==> config.mk <==
export PLATFORM = sky130hd
export DESIGN_NAME = fan_tach_rpm_presence
export DESIGN_NICKNAME = d
export VERILOG_FILES = /design/src/sv/ftrp_pkg.sv /design/src/sv/ftrp_ctrl.sv /design/src/sv/ftrp_dp.sv /design/src/sv/fan_tach_rpm_presence.sv
export SDC_FILE = /design/constraint.sdc
export NUM_CORES = 1
export LEC_CHECK = 0
export BUFFER_PORTS_ARGS = -buffer_cell sky130_fd_sc_hd__buf_2
export CAP_MARGIN = 40
export CORE_MARGIN = 4
export CORE_UTILIZATION = 30
export CTS_BUF_LIST = sky130_fd_sc_hd__clkbuf_8 sky130_fd_sc_hd__clkbuf_16
export CTS_CLUSTER_DIAMETER = 60
export CTS_CLUSTER_SIZE = 16
export DETAILED_ROUTE_END_ITERATION = 10
export GPL_TIMING_DRIVEN = 1
export PLACE_DENSITY_LB_ADDON = 0.25
export SETUP_SLACK_MARGIN = 0.1
export SYNTH_ARGS = -nofsm -noshare
export SYNTH_HDL_FRONTEND = slang
export SYNTH_SLANG_ARGS = --single-unit
==> constraint.sdc <==
create_clock -name clk -period 10.5 [get_ports clk]
set_clock_uncertainty 0.15 [all_clocks]
set_input_delay 2.1 -clock clk [delete_from_list [all_inputs] [get_ports clk]]
set_output_delay 2.1 -clock clk [all_outputs]
set_load 0.02 [all_outputs]
==> src/sv/ftrp_pkg.sv <==
// ----------------------------------------------------------------------------
// ftrp_pkg
// Types, constants and codes shared by the fan tachometer block.
// ----------------------------------------------------------------------------
package ftrp_pkg;

  localparam int CHANNELS_DEF  = 4;
  localparam int TIME_BITS_DEF = 32;

  localparam int RPM_W      = 16;
  localparam int OUT_CH     = 4;
  localparam int CFG_IDX_W  = 3;
  localparam int CFG_DATA_W = 16;
  localparam int DIV_STEPS  = RPM_W;
  localparam int DIV_CNT_W  = $clog2(DIV_STEPS);

  // input command codes
  localparam logic CMD_TICK = 1'b0;
  localparam logic CMD_EDGE = 1'b1;

  // configuration register indexes
  localparam logic [CFG_IDX_W-1:0] REG_ENABLE    = 3'd0;
  localparam logic [CFG_IDX_W-1:0] REG_TWO_WIRE  = 3'd1;
  localparam logic [CFG_IDX_W-1:0] REG_SAMPLE    = 3'd2;
  localparam logic [CFG_IDX_W-1:0] REG_THRESHOLD = 3'd3;
  localparam logic [CFG_IDX_W-1:0] REG_DEBOUNCE  = 3'd4;
  localparam logic [CFG_IDX_W-1:0] REG_STALE     = 3'd5;
  localparam logic [CFG_IDX_W-1:0] REG_NUMERATOR = 3'd6;

  // register reset values
  localparam logic [15:0] SAMPLE_RST    = 16'd100;
  localparam logic [14:0] THRESHOLD_RST = 15'd100;
  localparam logic [15:0] DEBOUNCE_RST  = 16'd1500;
  localparam logic [15:0] STALE_RST     = 16'd1000;
  localparam logic [15:0] NUMERATOR_RST = 16'd30000;

  typedef struct packed {
    logic       command;
    logic [1:0] channel;
    logic [3:0] fan_on_mask;
  } in_item_t;

  typedef struct packed {
    logic [RPM_W-1:0] rpm_fan0;
    logic [RPM_W-1:0] rpm_fan1;
    logic [RPM_W-1:0] rpm_fan2;
    logic [RPM_W-1:0] rpm_fan3;
    logic [3:0]       present_mask;
  } out_item_t;

  typedef enum logic [2:0] {
    ST_IDLE,
    ST_DECODE,
    ST_SAMPLE,
    ST_DIV,
    ST_COMMIT,
    ST_SWEEP,
    ST_EMIT
  } state_t;

  typedef struct packed {
    logic capture;
    logic tick_inc;
    logic sample_take;
    logic div_start;
    logic div_step;
    logic div_commit;
    logic sweep_init;
    logic eval_presence;
    logic sweep_step;
    logic out_load;
  } ctrl_cmd_t;

  typedef struct packed {
    logic is_tick;
    logic edge_go;
    logic sample_due;
    logic div_last;
    logic sweep_last;
    logic out_free;
  } dp_status_t;

endpackage

==> src/sv/ftrp_ctrl.sv <==
// ----------------------------------------------------------------------------
// ftrp_ctrl
// Sequencer: decode an item, run the divider or sampling, sweep channels, emit.
// ----------------------------------------------------------------------------
module ftrp_ctrl (
  input  logic                   clk,
  input  logic                   rst_n,
  input  logic                   in_valid,
  output logic                   in_ready,
  input  ftrp_pkg::dp_status_t   status,
  output ftrp_pkg::ctrl_cmd_t    cmd
);
  import ftrp_pkg::*;

  state_t state_r;
  state_t state_nxt;

  always_ff @(posedge clk) begin
    if (!rst_n) begin
      state_r <= ST_IDLE;
    end else begin
      state_r <= state_nxt;
    end
  end

  always_comb begin
    state_nxt = state_r;
    cmd       = '0;
    in_ready  = 1'b0;
    case (state_r)
      ST_IDLE: begin
        in_ready = 1'b1;
        if (in_valid) begin
          cmd.capture = 1'b1;
          state_nxt   = ST_DECODE;
        end
      end
      ST_DECODE: begin
        if (status.is_tick) begin
          cmd.tick_inc = 1'b1;
          state_nxt    = ST_SAMPLE;
        end else if (status.edge_go) begin
          cmd.div_start = 1'b1;
          state_nxt     = ST_DIV;
        end else begin
          cmd.sweep_init = 1'b1;
          state_nxt      = ST_SWEEP;
        end
      end
      ST_SAMPLE: begin
        cmd.sweep_init    = 1'b1;
        cmd.eval_presence = status.sample_due;
        cmd.sample_take   = status.sample_due;
        state_nxt         = ST_SWEEP;
      end
      ST_DIV: begin
        cmd.div_step = 1'b1;
        if (status.div_last) begin
          state_nxt = ST_COMMIT;
        end
      end
      ST_COMMIT: begin
        cmd.div_commit = 1'b1;
        cmd.sweep_init = 1'b1;
        state_nxt      = ST_SWEEP;
      end
      ST_SWEEP: begin
        cmd.sweep_step = 1'b1;
        if (status.sweep_last) begin
          state_nxt = ST_EMIT;
        end
      end
      ST_EMIT: begin
        if (status.out_free) begin
          cmd.out_load = 1'b1;
          state_nxt    = ST_IDLE;
        end
      end
      default: begin
        state_nxt = ST_IDLE;
      end
    endcase
  end

endmodule

==> src/sv/ftrp_dp.sv <==
// ----------------------------------------------------------------------------
// ftrp_dp
// Datapath: configuration, time base, per-channel state, divider, result.
// ----------------------------------------------------------------------------
module ftrp_dp #(
  parameter int CHANNELS  = ftrp_pkg::CHANNELS_DEF,
  parameter int TIME_BITS = ftrp_pkg::TIME_BITS_DEF
) (
  input  logic                                 clk,
  input  logic                                 rst_n,
  input  ftrp_pkg::in_item_t                   in_data,
  input  logic                                 cfg_valid,
  input  logic [ftrp_pkg::CFG_IDX_W-1:0]       cfg_index,
  input  logic [ftrp_pkg::CFG_DATA_W-1:0]      cfg_wdata,
  input  logic                                 out_ready,
  output logic                                 out_valid,
  output ftrp_pkg::out_item_t                  out_data,
  input  ftrp_pkg::ctrl_cmd_t                  cmd,
  output ftrp_pkg::dp_status_t                 status
);
  import ftrp_pkg::*;

  localparam int CH_W = (CHANNELS > 1) ? $clog2(CHANNELS) : 1;

  // configuration
  logic [3:0]  enable_r;
  logic [3:0]  two_wire_r;
  logic [15:0] sample_r;
  logic [14:0] threshold_r;
  logic [15:0] debounce_r;
  logic [15:0] stale_r;
  logic [15:0] numerator_r;

  // time base and per-channel state
  logic [TIME_BITS-1:0] time_now_r;
  logic [TIME_BITS-1:0] last_sample_r;
  logic [TIME_BITS-1:0] last_edge_r  [CHANNELS];
  logic [RPM_W-1:0]     edge_rpm_r   [CHANNELS];
  logic [CHANNELS-1:0]  edge_valid_r;
  logic [TIME_BITS-1:0] miss_start_r [CHANNELS];
  logic [CHANNELS-1:0]  miss_active_r;
  logic [CHANNELS-1:0]  present_r;

  // item and sweep
  in_item_t             item_r;
  logic [CH_W-1:0]      idx_r;
  logic                 eval_r;
  logic [RPM_W-1:0]     rpm_work_r [OUT_CH];

  // divider
  logic [TIME_BITS-1:0] period_r;
  logic [TIME_BITS-1:0] rem_r;
  logic [RPM_W-1:0]     num_sh_r;
  logic [RPM_W-1:0]     quo_r;
  logic [DIV_CNT_W-1:0] cnt_r;

  // output register
  logic                 out_valid_r;
  out_item_t            out_data_r;

  logic [7:0]           en8;
  logic [7:0]           tw8;
  logic [7:0]           on8;
  logic [7:0]           wr8;
  logic [2:0]           idx3;
  logic [TIME_BITS-1:0] el_edge;
  logic [TIME_BITS-1:0] el_miss;
  logic [TIME_BITS-1:0] el_sample;
  logic [RPM_W-1:0]     cur_rpm;
  logic [TIME_BITS:0]   trial;
  logic                 trial_ge;
  logic [3:0]           present4;
  logic [RPM_W-1:0]     rpm_fld [OUT_CH];

  assign en8       = {4'b0, enable_r};
  assign tw8       = {4'b0, two_wire_r};
  assign on8       = {4'b0, item_r.fan_on_mask};
  assign wr8       = {4'b0, cfg_wdata[3:0]};
  assign idx3      = 3'(idx_r);
  assign el_edge   = time_now_r - last_edge_r[idx_r];
  assign el_miss   = time_now_r - miss_start_r[idx_r];
  assign el_sample = time_now_r - last_sample_r;
  assign cur_rpm   = (en8[idx3] && edge_valid_r[idx_r] && (el_edge <= TIME_BITS'(stale_r)))
                     ? edge_rpm_r[idx_r] : '0;

  assign trial    = {rem_r, num_sh_r[RPM_W-1]};
  assign trial_ge = (trial >= {1'b0, period_r});

  assign status.is_tick    = (item_r.command == CMD_TICK);
  assign status.edge_go    = (int'(item_r.channel) < CHANNELS) && en8[{1'b0, item_r.channel}];
  assign status.sample_due = (el_sample >= TIME_BITS'(sample_r));
  assign status.div_last   = (cnt_r == DIV_CNT_W'(DIV_STEPS - 1));
  assign status.sweep_last = (idx_r == CH_W'(CHANNELS - 1));
  assign status.out_free   = !out_valid_r || out_ready;

  // channels beyond CHANNELS read as zero rpm and absent
  for (genvar g = 0; g < OUT_CH; g++) begin : g_out
    if (g < CHANNELS) begin : g_live
      assign rpm_fld[g]  = rpm_work_r[g];
      assign present4[g] = present_r[g];
    end else begin : g_none
      assign rpm_fld[g]  = '0;
      assign present4[g] = 1'b0;
    end
  end

  always_ff @(posedge clk) begin
    if (!rst_n) begin
      enable_r      <= '0;
      two_wire_r    <= '0;
      sample_r      <= SAMPLE_RST;
      threshold_r   <= THRESHOLD_RST;
      debounce_r    <= DEBOUNCE_RST;
      stale_r       <= STALE_RST;
      numerator_r   <= NUMERATOR_RST;
      time_now_r    <= '0;
      last_sample_r <= '0;
      edge_valid_r  <= '0;
      miss_active_r <= '0;
      present_r     <= '0;
      out_valid_r   <= 1'b0;
      for (int i = 0; i < CHANNELS; i++) begin
        last_edge_r[i]  <= '0;
        edge_rpm_r[i]   <= '0;
        miss_start_r[i] <= '0;
      end
    end else begin
      // configuration writes: the user issues them only while the sequencer is idle; the block does not enforce it
      if (cfg_valid) begin
        case (cfg_index)
          REG_ENABLE: begin
            for (int i = 0; i < CHANNELS; i++) begin
              if (wr8[3'(i)] && !en8[3'(i)]) begin
                last_edge_r[i]  <= '0;
                edge_rpm_r[i]   <= '0;
                edge_valid_r[i] <= 1'b0;
              end else if (!wr8[3'(i)]) begin
                edge_valid_r[i] <= 1'b0;
              end
            end
            enable_r <= cfg_wdata[3:0];
          end
          REG_TWO_WIRE:  two_wire_r  <= cfg_wdata[3:0];
          REG_SAMPLE:    sample_r    <= cfg_wdata;
          REG_THRESHOLD: threshold_r <= cfg_wdata[14:0];
          REG_DEBOUNCE:  debounce_r  <= cfg_wdata;
          REG_STALE:     stale_r     <= cfg_wdata;
          REG_NUMERATOR: numerator_r <= cfg_wdata;
          default: ;
        endcase
      end

      if (cmd.tick_inc) begin
        time_now_r <= time_now_r + 1'b1;
      end
      if (cmd.sample_take) begin
        last_sample_r <= time_now_r;
      end

      if (cmd.div_commit) begin
        edge_rpm_r[idx_r]   <= (period_r == '0) ? '0 : quo_r;
        last_edge_r[idx_r]  <= time_now_r;
        edge_valid_r[idx_r] <= 1'b1;
      end

      // presence of the swept channel
      if (cmd.sweep_step && eval_r) begin
        if (tw8[idx3]) begin
          present_r[idx_r]     <= 1'b1;
          miss_active_r[idx_r] <= 1'b0;
          miss_start_r[idx_r]  <= '0;
        end else if (!on8[idx3]) begin
          miss_active_r[idx_r] <= 1'b0;
          miss_start_r[idx_r]  <= '0;
        end else if (cur_rpm >= {1'b0, threshold_r}) begin
          present_r[idx_r]     <= 1'b1;
          miss_active_r[idx_r] <= 1'b0;
          miss_start_r[idx_r]  <= '0;
        end else if (!miss_active_r[idx_r]) begin
          miss_active_r[idx_r] <= 1'b1;
          miss_start_r[idx_r]  <= time_now_r;
        end else if (el_miss >= TIME_BITS'(debounce_r)) begin
          present_r[idx_r] <= 1'b0;
        end
      end

      if (cmd.out_load) begin
        out_valid_r <= 1'b1;
      end else if (out_ready) begin
        out_valid_r <= 1'b0;
      end
    end
  end

  // payload registers
  always_ff @(posedge clk) begin
    if (cmd.capture) begin
      item_r <= in_data;
      idx_r  <= CH_W'(in_data.channel);
    end else if (cmd.sweep_init) begin
      idx_r  <= '0;
      eval_r <= cmd.eval_presence;
    end else if (cmd.sweep_step && !status.sweep_last) begin
      idx_r <= idx_r + 1'b1;
    end

    if (cmd.sweep_step && (int'(idx_r) < OUT_CH)) begin
      rpm_work_r[2'(idx_r)] <= cur_rpm;
    end

    // restoring divide: one quotient bit per cycle
    if (cmd.div_start) begin
      period_r <= el_edge;
      rem_r    <= '0;
      num_sh_r <= numerator_r;
      quo_r    <= '0;
      cnt_r    <= '0;
    end else if (cmd.div_step) begin
      rem_r    <= trial_ge ? TIME_BITS'(trial - {1'b0, period_r}) : trial[TIME_BITS-1:0];
      quo_r    <= {quo_r[RPM_W-2:0], trial_ge};
      num_sh_r <= {num_sh_r[RPM_W-2:0], 1'b0};
      cnt_r    <= cnt_r + 1'b1;
    end

    if (cmd.out_load) begin
      out_data_r.rpm_fan0     <= rpm_fld[0];
      out_data_r.rpm_fan1     <= rpm_fld[1];
      out_data_r.rpm_fan2     <= rpm_fld[2];
      out_data_r.rpm_fan3     <= rpm_fld[3];
      out_data_r.present_mask <= present4;
    end
  end

  assign out_valid = out_valid_r;
  assign out_data  = out_data_r;

endmodule

==> src/sv/fan_tach_rpm_presence.sv <==
// Path from input transfer to out_valid: decode; then sampling for a tick, the
// divider and commit for a tach edge on an enabled channel; then sweep, emit.
// Throughput: one item at a time; the next transfer is taken the cycle after
// the result is loaded. The 16-step divider and the channel sweep set this.
// Reset (rst_n low, synchronous): time base, edge state, miss timers and
// presence clear; registers take their defaults; no result pending.
// ----------------------------------------------------------------------------
// fan_tach_rpm_presence
// Four-channel fan tachometer with rpm measurement and presence detection.
// ----------------------------------------------------------------------------
module fan_tach_rpm_presence #(
  parameter int CHANNELS  = ftrp_pkg::CHANNELS_DEF,
  parameter int TIME_BITS = ftrp_pkg::TIME_BITS_DEF
) (
  input  logic                              clk,
  input  logic                              rst_n,
  // item channel
  input  logic                              in_valid,
  output logic                              in_ready,
  input  ftrp_pkg::in_item_t                in_data,
  // result channel
  output logic                              out_valid,
  input  logic                              out_ready,
  output ftrp_pkg::out_item_t               out_data,
  // register writes
  input  logic                              cfg_valid,
  output logic                              cfg_ready,
  input  logic [ftrp_pkg::CFG_IDX_W-1:0]    cfg_index,
  input  logic [ftrp_pkg::CFG_DATA_W-1:0]   cfg_wdata
);
  import ftrp_pkg::*;

  ctrl_cmd_t  cmd;
  dp_status_t status;

  // Register writes are always taken; the user issues them only while idle.
  assign cfg_ready = 1'b1;

  // Sequencer: idle -> decode -> (sample | divide+commit | neither) -> sweep -> emit.
  ftrp_ctrl u_ctrl (
    .clk      (clk),
    .rst_n    (rst_n),
    .in_valid (in_valid),
    .in_ready (in_ready),
    .status   (status),
    .cmd      (cmd)
  );

  // Datapath: holds the millisecond counter, per-channel edge and miss state,
  // the restoring divider for numerator / period, and the result register
  // that lets a finished result wait while the sequencer goes back to idle.
  ftrp_dp #(
    .CHANNELS  (CHANNELS),
    .TIME_BITS (TIME_BITS)
  ) u_dp (
    .clk       (clk),
    .rst_n     (rst_n),
    .in_data   (in_data),
    .cfg_valid (cfg_valid),
    .cfg_index (cfg_index),
    .cfg_wdata (cfg_wdata),
    .out_ready (out_ready),
    .out_valid (out_valid),
    .out_data  (out_data),
    .cmd       (cmd),
    .status    (status)
  );

endmodule
==> flow_summary.yaml, run 1 <==
die:
  die-area_um2: 131000
  io_pins: 102
  std_cell_rows: 129
  initial_utilization_pct: 30.4
  core_um2: 124000
  die_w_um: 363
  die_y_um: 363
cts:
  post-cts-setup-buffers: 0
  clk_pin_slew_ps: 70
  htreeDepth: 3
  worstSkewPairLatency_ps: 680
  clk_path_buf_depth: 3
  post_cts_resized: 0
  root_buffer: "clkbuf_16"
  cts-buffers-inserted: 75
  clock_sinks: 731
  cts_tree: "yes"
  ctsHoldBuffers: 0
pwr:
  power_w: 0.00874
  powerDensity_nw_per_um2: 204
  irDropWorstVdd_v: 0.000137
  leakagePower_nw: 17.2
sta:
  clock.fmax_mhz: 103
  relSlewSlack_pct: 36.6
  worst_slack_ps: 829
  finalHoldViolCount: 0
  fin_tns_setup_ps: 0
  final.period_utilization_pct: 92.1
  layout_min_cycle_time_ps: 9670
  tightest_slew_ps: 949
  final_max_slew_viol_count: 0
  setup_viol: 0
  rsz0062_at_grt: "false"
  whs_ps: 259
final_layout:
  multi_input_area_um2: 16200
  regArea_um2: 19700
  final_layout_size_suffix_gt1_share_pct: 13.3
  syn_to_final_growth_pct: 13.6
  nFillCells: 12500
  postLayoutCellArea_um2: 42900
  finalNetCount: 3815
  antenna_cells: 0
global_route:
  grt_pass1_wl_mm: 161
  grt-ovfl-total: 0
  grt_max_degree: 153
  grt_pass1_vias: 25600
  antenna_found_initial: 2
  grtUsageTotal_pct: 15.8
synth:
  yosys_register_bits: 731
  ys_warn_count: 0
  async_reset_ff_share_pct: 0
  ys.flop_type: "edfxtp_1"
  synth_area_per_cell_um2: 10.8
  syn_inst: 3508
  netlist_area_um2: 37700
  ys_seq_area_share_pct: 52.3
  synth_edf_count: 510
  ys_types: 94
  synthesis.nets: 3737
place:
  port_buffers: 100
  dpl_cell_area_um2: 40300
  place_congestion: 0.873
  dpl_worst_slack_ps: 875
  hpwl_mm: 73.2
routing:
  drt-pass1-iter-count: 6
  wirelength_mm: 106
  dr_total_vias: 26200
  drt_iter0_drc: 2042
  ant_nets: 0
  wire_per_inst_um: 20.0
  viasPerCell: 4.95
  drc: 0
critical_path:
  slowest_stage: "dfxtp_4"
  start_kind: "flop"
  max_stage_delay_ps: 570
  path_class: "reg -> reg"
  critPathArrivalTime_ps: 9900
  crit_family: "compound AO/OA/AOI/OAI gates"
  critPathCaptureType: "flop"
  cp_max_fo: 19
  cp.buffers_inverters: 4
  required_ps: 10730
flow_run:
  maxCapViolCount: 0
status:
  run_status: "complete, no violations"
hold_path:
  hold_path.startpoint: "u_dp.rpm_work_r[1][12]$_DFFE_PP_"
  min_path_type: "reg -> reg"
## sequential cells by signal (all words and copies together) (netlist names), 7 cells and up, named ones only
register / cells
u_dp.item_r: 7
u_dp.debounce_r: 16
u_dp.last_edge_r: 128
u_dp.time_now_r: 32
u_dp.num_sh_r: 16
out_data: 64
u_dp.period_r: 32
u_dp.edge_rpm_r: 64
u_dp.last_sample_r: 32
u_dp.numerator_r: 16
u_dp.threshold_r: 15
u_dp.rpm_work_r: 64
u_dp.miss_start_r: 128
u_dp.quo_r: 16
u_dp.sample_r: 16
u_dp.rem_r: 32
u_dp.stale_r: 16
## cells in the mapped netlist (all sizes together), types with 18 or more instances
master	number	area (µm²)
edfxtp	510	15300
and3	144	901
o211ai	28	210
o21a	20	150
a21oi	152	761
nor3	36	196
xnor2	81	709
mux4	82	1850
a31o	39	342
dfxtp	221	4420
inv	258	968
ha	194	2430
nor4	18	113
nand3	88	440
a211oi	23	173
nor2	270	1010
buf	31	251
a21boi	65	488
nand4	33	206
a21o	59	443
nor2b	52	325
mux2i	20	200
o21ai	105	529
and2	110	688
nand2	413	1550
nand2b	27	169
clkbuf	161	606
xor2	38	333
a31oi	23	144
## routing by layer
| layer | GRT usage, % | share of wire (%) |
|---|---|---|
| met5 | 0 | 0 |
| met3 | 2.34 | 4.0 |
| met4 | 4.05 | 2.4 |
| met1 | 21.5 | 47 |
| met2 | 26.4 | 47 |
## layout by cell type, fill, tap and decap left out, types with 81 or more instances in the layout
cell	n
edfxtp_1	510
nand2_1	411
inv_1	271
nor2_1	265
dfxtp_1	219
ha_1	194
a21oi_1	152
and3_1	143
and2_1	109
buf_2	102
o21ai_0	101
nand3_1	83
mux4_2	82
xnor2_1	81
## report_power, final
part / internal [W] / switching (W) / leakage (nW) / total, W
logic: 0.00103 / 0.00154 / 9.16 / 0.00258
clock network: 0.00148 / 0.00129 / 1.30 / 0.00277
registers: 0.00326 / 0.000127 / 6.74 / 0.00339
total: 0.00578 / 0.00296 / 17.2 / 0.00874
## final cells by class
| class | instances | area share (%) |
|---|---|---|
| Clock inverter | 64 | 1.56 |
| Timing Repair Buffer | 193 | 3.08 |
| Inverter | 258 | 2.26 |
| Sequential cell | 731 | 46.1 |
| Tap cell | 1637 | 4.78 |
| Multi-Input combinational cell | 2327 | 37.9 |
| Clock buffer | 76 | 4.41 |
## worst paths after layout
check / depth (start not counted) / slack, ps / end
setup / recovery: 35 / 830 / u_dp.miss_start_r[2][21]$_SDFFCE_PN0P_
hold / removal: 0 / 260 / out_data[48]$_DFFE_PP_
setup reg to reg: 35 / 830 / u_dp.miss_start_r[2][21]$_SDFFCE_PN0P_
hold reg to reg: 0 / 260 / out_data[48]$_DFFE_PP_
## metrics by stage
stage | std cells | util, %
floorplan | 3508 | -
global placement | 5131 | 32.3
detailed placement | 5145 | 32.4
CTS | 5285 | 34.5
global route | 5286 | 34.5
finish | 5286 | 34.5
## cell families after synthesis
| group | Yosys count | share of synthesized area (%) |
|---|---|---|
| flops | 731 | 52.3 |
| other cells | 1 | 0.00994 |
| mux | 104 | 5.49 |
| buf+inv | 450 | 4.84 |
| fa+ha+maj | 198 | 6.65 |
| xor+xnor | 119 | 2.76 |
| simple gates | 1263 | 16.3 |
| compound gates | 642 | 11.6 |
No activity file was read; power rests on OpenSTA's default activity.
==> inputs of run 2 (changes only) <==
--- a/config.mk
+++ b/config.mk
@@ -18,4 +18,5 @@
 export SETUP_SLACK_MARGIN = 0.1
 export SYNTH_ARGS = -nofsm -noshare
 export SYNTH_HDL_FRONTEND = slang
+export SYNTH_HIERARCHICAL = 1
 export SYNTH_SLANG_ARGS = --single-unit
==> run 2 against run 1 <==
  * Die area shrank 0.51%
  * Wire length down 1.4%
  * First-iteration DRC count down 2.9%
  * Critical path depth fell by 1
  * Worst hold slack better by 3.3 ps
  * Combinational power down 3%
  * Sequential share of layout area down 0.18 points
  * Area after synthesis is 0.52% lower
  * Fmax grew 2.2%
  * Sequential power hardly changed
  * Synthesized cell count decreased by 3.5%
  * Critical path type unchanged
==> flow_summary.yaml, run 2 <==
pwr:
  leakagePower_nw: 16.7
  p_clk_share_pct: 33.6
  combPwrFrac_pct: 28.0
  p_int_w: 0.00594
  pwr-share-seq_pct: 38.4
  irDropWorstVdd_v: 0.000160
  switchingPower_w: 0.00295
  powerDensity_nw_per_um2: 207
  switching_share_pct: 33.2
final_layout:
  postLayoutCellArea_um2: 43000
  finalNetCount: 3704
  mostFrequentLayoutCells: "510 x edfxtp_1, 280 x nor2_1, 255 x inv_1, 238 x nand2_1, 221 x and2_1"
  postLayoutCoreUtil_pct: 34.7
  syn_to_final_growth_pct: 14.7
  nFillCells: 12300
  final_layout_size_suffix_gt1_share_pct: 13.5
  final_common_cell: "edfxtp_1"
sta:
  clock.fmax_mhz: 106
  fin_tns_setup_ps: 0
  finalHoldViolCount: 0
  final_max_slew_viol_count: 0
  rsz0062_at_grt: "false"
  setup_viol: 0
  final.period_utilization_pct: 90.1
  relSlewSlack_pct: 41.0
  whs_ps: 262
  tightest_slew_ps: 882
  layout_min_cycle_time_ps: 9460
place:
  place_congestion: 0.850
  port_buffers: 100
  dpl_cell_area_um2: 40200
  hpwl_mm: 73.0
synth:
  synth_top_area_cell: "edfxtp_1"
  synth_area_per_cell_um2: 11.1
  synth_edf_count: 510
  ys_types: 93
  netlist_area_um2: 37500
  synth_most_common_cell: "edfxtp_1"
  ys_warn_count: 6
  synthTopCellsByArea: "edfxtp_1 41%, dfxtp_1 12%, ha_1 6.5%, mux4_2 4.9%, and2_1 3.7%"
  syn_inst: 3385
  yosys_register_bits: 731
  yosysTopAreaCellShare_pct: 40.8
  synthTopCellsByCount: "510 x edfxtp_1, 281 x nor2_1, 245 x inv_1, 238 x nand2_1"
  async_reset_ff_share_pct: 0
  synthesis.nets: 3614
  ys_seq_area_share_pct: 52.6
  ys.flop_type: "edfxtp_1"
global_route:
  grt_pass1_wl_mm: 159
  antenna_found_initial: 3
  grtUsageTotal_pct: 15.8
  grt_pass1_vias: 25400
  grt_max_degree: 125
  grt-ovfl-total: 0
cts:
  root_buffer: "clkbuf_16"
  ctsHoldBuffers: 0
  worstSkewPairLatency_ps: 700
  clock_sinks: 731
  cts_tree: "yes"
  clk_pin_slew_ps: 70
  cts-buffers-inserted: 80
  post-cts-setup-buffers: 0
  post_cts_resized: 0
  htreeDepth: 3
  clk_path_buf_depth: 3
routing:
  wirelength_mm: 104
  drc: 0
  dr_total_vias: 25700
  ant_nets: 0
  drt_iter0_drc: 1983
  wire_per_inst_um: 20.1
  viasPerCell: 4.96
  drt-pass1-iter-count: 5
die:
  die_y_um: 362
  die_w_um: 362
  initial_utilization_pct: 30.3
  core_um2: 124000
  die-area_um2: 131000
  std_cell_rows: 129
  io_pins: 102
critical_path:
  critPathArrivalTime_ps: 9720
  cp.buffers_inverters: 2
  slowest_stage: "or4_1"
  start_kind: "flop"
  cp_max_fo: 24
  path_class: "reg -> reg"
  critPathCaptureType: "flop"
  crit_family: "compound AO/OA/AOI/OAI gates"
  cpMostUsedCell: "a21o_1"
  max_stage_delay_ps: 630
  required_ps: 10760
hold_path:
  min_path_type: "reg -> reg"
flow_run:
  maxCapViolCount: 0
status:
  run_status: "complete, no violations"
## run 2: cell count changes after synthesis, sizes merged, moves of 21 or more
| cell | change |
|---|---|
| a211oi | +28 |
| a21boi | -62 |
| a21oi | +61 |
| a31o | -35 |
| and2 | +111 |
| and3 | -24 |
| mux2i | +51 |
| nand2 | -175 |
| nand3 | -21 |
## run 2: worst paths after layout
path	endpoint	from	slack [ps]	cells after the start
setup / recovery	u_dp/miss_start_r[2][0]$_SDFFCE_PN0P_	flop	1040	34
setup reg to reg	u_dp/miss_start_r[2][0]$_SDFFCE_PN0P_	flop	1040	34
hold / removal	u_dp/out_data[5]$_DFFE_PP_	u_dp/rpm_work_r[3][1]$_DFFE_PP_	260	0
hold reg to reg	u_dp/out_data[5]$_DFFE_PP_	u_dp/rpm_work_r[3][1]$_DFFE_PP_	260	0
## run 2: through the flow
stage                     power (W)  cells  setup WS [ps]
after floorplan             0.00532   3385            972
after global placement      0.00596   5020            733
after detailed placement    0.00598   5030           1030
after CTS                   0.00901   5180            949
after global routing        0.00944   5180            219
final                       0.00890   5181           1040
## run 2: kinds of logic after synthesis
logic type	Yosys count	synth area share (%)
AND/OR/NAND/NOR	1126	15.3
flip-flops	731	52.6
AO/OA/AOI/OAI	612	10.8
buffers and inverters	424	4.46
adder cells (fa/ha/maj)	198	6.68
multiplexers	173	7.41
XOR/XNOR	120	2.80
other	1	0.00999
## run 2: final cells by class
| class | instances | area [µm²] | area share (%) |
|---|---|---|---|
| Inverter | 246 | 926 | 2.15 |
| Multi-Input combinational cell | 2230 | 16200 | 37.6 |
| Tap cell | 1637 | 2050 | 4.76 |
| Clock buffer | 86 | 2140 | 4.97 |
| Timing Repair Buffer | 186 | 1270 | 2.94 |
| Antenna cell | 1 | 2.50 | 0.00581 |
| Sequential cell | 731 | 19700 | 45.9 |
| Clock inverter | 64 | 726 | 1.69 |
## run 2: power groups by stage
stage | sequential (W) | clock [W] | combinational, W
after global routing | 0.00344 | 0.00321 | 0.00279
after detailed placement | 0.00348 | 0 | 0.00249
after CTS | 0.00342 | 0.00308 | 0.00251
after global placement | 0.00350 | 0 | 0.00246
after floorplan | 0.00340 | 0 | 0.00191
final | 0.00342 | 0.00299 | 0.00249
## run 2: routing by layer
metal	track usage [%]	routed length, µm	vias to the layer above	share of wire [%]
li1	-	-	12400	-
met1	21.9	48600	12600	47
met2	25.2	47500	544	46
met3	2.92	5000	137	4.8
met4	4.93	3010	0	2.9
met5	0	0	-	0
